<file path="src/hdl/rie_pkg.sv">
// Shared types and constants of the instruction execute unit.
package rie_pkg;

	localparam logic [4:0] OP_ADD  = 5'd0;
	localparam logic [4:0] OP_SUB  = 5'd1;
	localparam logic [4:0] OP_MUL  = 5'd2;
	localparam logic [4:0] OP_DIV  = 5'd3;
	localparam logic [4:0] OP_MOD  = 5'd4;
	localparam logic [4:0] OP_CMP  = 5'd5;
	localparam logic [4:0] OP_AND  = 5'd6;
	localparam logic [4:0] OP_OR   = 5'd7;
	localparam logic [4:0] OP_NOT  = 5'd8;
	localparam logic [4:0] OP_MOV  = 5'd9;
	localparam logic [4:0] OP_LSL  = 5'd10;
	localparam logic [4:0] OP_LSR  = 5'd11;
	localparam logic [4:0] OP_ASR  = 5'd12;
	localparam logic [4:0] OP_NOP  = 5'd13;
	localparam logic [4:0] OP_LD   = 5'd14;
	localparam logic [4:0] OP_ST   = 5'd15;
	localparam logic [4:0] OP_BEQ  = 5'd16;
	localparam logic [4:0] OP_BGT  = 5'd17;
	localparam logic [4:0] OP_B    = 5'd18;
	localparam logic [4:0] OP_CALL = 5'd19;
	localparam logic [4:0] OP_RET  = 5'd20;

	localparam logic [1:0] MOD_ZEXT = 2'd1;
	localparam logic [1:0] MOD_HIGH = 2'd2;

	localparam logic [3:0] REG_LINK = 4'd15;
	localparam logic [3:0] REG_SP   = 4'd14;
	localparam logic [31:0] SP_RESET = 32'd3000;
	localparam logic [31:0] PC_STEP  = 32'd4;

	// Decoded instruction as it travels from front to back
	typedef struct packed {
		logic [4:0]  op;
		logic        use_imm;
		logic [3:0]  rd;
		logic [3:0]  rs1;
		logic [3:0]  rs2;
		logic [31:0] imm;
		logic [31:0] off;
		logic        zero;
	} rie_item_t;

	// Extend the 16-bit immediate as the modifier says
	function automatic logic [31:0] make_imm(input logic [31:0] w);
		logic [15:0] low;
		logic [1:0]  md;
		low = w[15:0];
		md  = w[17:16];
		if (md == MOD_ZEXT)
			return {16'h0000, low};
		else if (md == MOD_HIGH)
			return {low, 16'h0000};
		else
			return {{16{low[15]}}, low};
	endfunction

endpackage

</file>
<file path="src/hdl/rie_front.sv">
// Front end: accepts instruction words, decodes them and queues them.
module rie_front (
	input  logic               clk,
	input  logic               arst_n,
	input  logic               push,
	input  logic [31:0]        instr_word,
	input  logic               clearing,
	output logic               full,
	output logic               q_valid,
	input  logic               q_take,
	output rie_pkg::rie_item_t q_item
);
	rie_pkg::rie_item_t ent_q [2];
	logic               wr_ptr_q;
	logic               rd_ptr_q;
	logic [1:0]         cnt_q;
	rie_pkg::rie_item_t dec;
	logic               do_push;
	logic               do_pop;

	// classify the incoming word
	always_comb begin
		dec.op      = instr_word[31:27];
		dec.use_imm = instr_word[26];
		dec.rd      = instr_word[25:22];
		dec.rs1     = instr_word[21:18];
		dec.rs2     = instr_word[17:14];
		dec.imm     = rie_pkg::make_imm(instr_word);
		dec.off     = {{3{instr_word[26]}}, instr_word[26:0], 2'b00};
		dec.zero    = (instr_word == 32'd0);
	end

	assign full    = (cnt_q == 2'd2) || clearing;
	assign q_valid = (cnt_q != 2'd0);
	assign q_item  = ent_q[rd_ptr_q];
	assign do_push = push && !full;
	assign do_pop  = q_take && q_valid;

	// store decoded beats
	always_ff @(posedge clk) begin
		if (do_push)
			ent_q[wr_ptr_q] <= dec;
	end

	// advance pointers and count
	always_ff @(posedge clk or negedge arst_n) begin
		if (!arst_n) begin
			wr_ptr_q <= 1'b0;
			rd_ptr_q <= 1'b0;
			cnt_q    <= 2'd0;
		end else begin
			if (do_push)
				wr_ptr_q <= !wr_ptr_q;
			if (do_pop)
				rd_ptr_q <= !rd_ptr_q;
			if (do_push && !do_pop)
				cnt_q <= cnt_q + 2'd1;
			else if (do_pop && !do_push)
				cnt_q <= cnt_q - 2'd1;
		end
	end
endmodule

</file>
<file path="config.mk">
export PLATFORM = sky130hd
export DESIGN_NAME = rie_front
export DESIGN_NICKNAME = d
export VERILOG_FILES = /design/src/hdl/rie_pkg.sv /design/src/hdl/rie_front.sv
export SDC_FILE = /design/constraint.sdc
export NUM_CORES = 1
export LEC_CHECK = 0
export BUFFER_PORTS_ARGS = -buffer_cell sky130_fd_sc_hd__buf_4
export CORE_MARGIN = 2
export CORE_UTILIZATION = 35
export CTS_BUF_LIST = sky130_fd_sc_hd__clkbuf_4 sky130_fd_sc_hd__clkbuf_8
export CTS_CLUSTER_DIAMETER = 30
export DETAILED_ROUTE_END_ITERATION = 12
export SYNTH_ARGS = -nofsm -noshare
export SYNTH_HDL_FRONTEND = slang
export SYNTH_SLANG_ARGS = --single-unit
</file>
<file path="constraint.sdc">
create_clock -name clk -period 4.5 [get_ports clk]
set_clock_uncertainty 0.1 [all_clocks]
set_input_delay 0.9 -clock clk [delete_from_list [all_inputs] [get_ports clk]]
set_output_delay 0.9 -clock clk [all_outputs]
set_load 0.01 [all_outputs]
</file>
==> metrics.csv <==
stage;metric;value;unit
final_layout;final_area;6810;um2
final_layout;drive_gt1_frac;0.529;
global_routing;grt_pass1_vias;2902;
clock_tree;ctsLongestPathBuffers;2;
floorplanning;dieWidth;128;um
final_layout;antenna_cells;0;
clock_tree;cts_setup_buffers;0;
final_layout;multi_input_area;1170;um2
clock_tree;cts_tree;done;
clock_tree;cts_buffers;17;
worst_setup_path;cp_max_fo;66;
synthesis;synth_warnings;0;
placed_design;io_buffer_count;119;
synthesis;syn_area_per_cell;18.3;um2
synthesis;yosysSeqAreaShare;0.744;
timing;finalCritPeriodShare;0.691;
timing;final-setup-viol-count;0;
drt;wire_per_inst;17.0;um
timing;rsz0062_at_grt;false;
clock_tree;clock_latency;0.44;ns
flow_run;drv_cap;0;
placed_design;post-dp-hpwl;6370;um
synthesis;synth_cells;294;
synthesis;synth_top_cells_by_area;edfxtp_1 (73%), mux2_2 (14%), buf_4 (3.1%);
clock_tree;ctsHoldBuffers;0;
final_layout;final_cell_count_no_fill;606;
timing;hold_viol_final;0;
power;peakVddDrop;308;uV
drt;ant_nets;0;
placed_design;gp_congestion;0.681;
final_layout;nNetsFinal;443;
status;outcome;completed;
final_layout;seq_area;4010;um2
drt;viasPerCell;4.71;
drt;wirelength;10300;um
drt;via_count;2852;
floorplanning;ioPinCount;122;
hold_path;min_path_type;input pin to async pin;
floorplanning;die_area;16400;um2
timing;fmax;0.321;GHz
global_routing;antenna_found_initial;0;
floorplanning;core;15100;um2
final_layout;nFillCells;1340;
clock_tree;htreeDepth;4;
worst_setup_path;cp.required;3.50;ns
timing;layout_min_cycle_time;3.11;ns
global_routing;overflow;0;
floorplanning;fp.dieH;128;um
power;cellPowerDensity;589;nW/um2
synthesis;yosys.cell_types.count;26;
drt;drtIter0Drc;142;
synthesis;synth_area;5380;um2
global_routing;grt_pass1_wl;15500;um
clock_tree;clk_pin_slew;0.07;ns
clock_tree;clock-sinks;134;
synthesis;ys_ff_latch;134;
synthesis;yosys.area.top_type_share;0.725;
timing;tightest_slew;0.978;ns
worst_setup_path;timing.rr.start;cnt_q[0];
power;leakagePower;2.56;nW
worst_setup_path;worstRegToRegCells;3;
drt;drc;0;
placed_design;place_inst;574;
worst_setup_path;cp-start-kind;flop;
global_routing;grt_max_degree;67;
synthesis;synth_top_area_cell;edfxtp_1;
timing;max_slew_margin;0.348;
worst_setup_path;critPathCaptureType;output port;
timing;totalNegativeSetupSlack;0;ns
final_layout;area_delta_synth_final;26.6;%
floorplanning;start_util;0.357;
worst_setup_path;cp.arrival;2.11;ns
clock_tree;cts-root-buf;clkbuf_8;
worst_setup_path;worstSetupPathType;flop to output port;
placed_design;placed_area;6340;um2
worst_setup_path;rrSetupSlack;2.36;ns
clock_tree;cts-resized-gates;0;
drt;dr.pass1.iters;4;
timing;slew_violations;0;
worst_setup_path;r2r-end;ent_q[0][61];
floorplanning;rows;45;
global_routing;groute.usage.overall;0.131;
==> Yosys cell counts (all sizes together) <==
| master | number |
|---|---|
| a21o | 15 |
| and2 | 15 |
| and2b | 1 |
| and3 | 1 |
| buf | 28 |
| clkbuf | 1 |
| conb | 1 |
| dfrtp | 4 |
| edfxtp | 130 |
| ha | 1 |
| inv | 5 |
| mux2 | 65 |
| nand2 | 1 |
| nand2b | 1 |
| nand4 | 2 |
| nor2 | 5 |
| nor2b | 1 |
| nor3 | 1 |
| nor4 | 8 |
| o211ai | 1 |
| o21a | 1 |
| or2 | 1 |
| xnor2 | 4 |
| xor2 | 1 |
==> through the flow <==
| stage | worst slack (ns) | hold slack (ns) | util | power (W) |
|---|---|---|---|---|
| 6_report | 1.39 | 0.141 | 0.451 | 0.00401 |
| 5_1_grt | 1.22 | 0.102 | 0.451 | 0.00421 |
| 4_1_cts | 1.32 | 0.108 | 0.451 | 0.00407 |
| 3_5_place_dp | 1.73 | 0.456 | 0.420 | 0.00289 |
| 3_3_place_gp | 1.77 | 0.445 | 0.420 | 0.00288 |
| 2_1_floorplan | 0.0781 | 0.361 | - | 0.00241 |
==> kinds of logic (layout without fill, tap and decap cells) <==
family	Yosys count	in the layout	synth area share
buf+inv	34	157	0.0428
fa+ha+maj	1	1	0.00232
xor+xnor	5	5	0.00814
other cells	1	2	0.000697
compound gates	17	17	0.0237
mux	65	65	0.136
flops	134	134	0.744
simple gates	37	37	0.0423
==> cell usage in the layout, fill, tap and decap left out <==
cell type / Yosys / routed
a21o_1: 15 / 15
and2_1: 15 / 15
and2b_1: 1 / 1
and3_4: 0 / 1
buf_12: 0 / 1
buf_4: 22 / 119
bufinv_16: 0 / 6
clkbuf_4: 0 / 1
clkbuf_8: 0 / 17
clkinv_1: 0 / 2
clkinv_2: 0 / 2
clkinv_4: 0 / 1
clkinvlp_4: 0 / 2
conb_1: 1 / 2
dfrtp_1: 4 / 3
dfrtp_4: 0 / 1
edfxtp_1: 130 / 130
ha_1: 1 / 1
inv_1: 5 / 5
inv_6: 0 / 1
mux2_2: 65 / 65
nand2_1: 1 / 1
nand2b_1: 1 / 1
nand4_1: 2 / 2
nor2_1: 5 / 4
nor2_4: 0 / 1
nor2b_2: 0 / 1
nor3_4: 1 / 1
nor4_1: 8 / 8
o211ai_1: 1 / 1
o21a_1: 1 / 1
or2_2: 1 / 1
xnor2_1: 4 / 4
xor2_1: 1 / 1
==> where the power goes <==
part | internal, W | switching (W)
clock network | 0.000718 | 0.000457
registers | 0.00156 | 0.000164
logic | 0.000633 | 0.000481
==> registers in the layout, indices dropped and copies added, names as in the netlist <==
| signal | cells |
|---|---|
| cnt_q | 2 |
| ent_q | 130 |
| rd_ptr_q | 1 |
| wr_ptr_q | 1 |
==> how the worst max path moves through the flow <==
stage | startpoint | to | slack [ns] | depth (start not counted)
final | rd_ptr_q | q_item[29] | 1.39 | 2
after global routing | rd_ptr_q | q_item[29] | 1.22 | 2
after CTS | rd_ptr_q | q_item[29] | 1.32 | 2
after detailed placement | clearing | ent_q[0][45] | 1.73 | 5
after global placement | clearing | ent_q[0][45] | 1.77 | 5
after floorplan | clearing | ent_q[0][0] | 0.08 | 3
==> worst max-delay path: stages (launching register included) <==
cell and delay, ns:
dfrtp_4 1.04, mux2_2 0.46, buf_4 0.16
==> metal layers <==
layer,GRT usage,part of all wire,vias to the layer above
met3,0.0530,0.062,13
met1,0.164,0.44,1416
met2,0.206,0.49,100
li1,-,-,1323
met4,0.0511,0.014,0
met5,0,0,-
==> cell type report <==
class	count	area share
Inverter	5	0.00275
Tap cell	188	0.0345
Timing Repair Buffer	120	0.134
Multi-Input combinational cell	127	0.171
Sequential cell	134	0.588
Clock inverter	14	0.0338
Clock buffer	18	0.0354
Power figures use the tool's default switching activity.
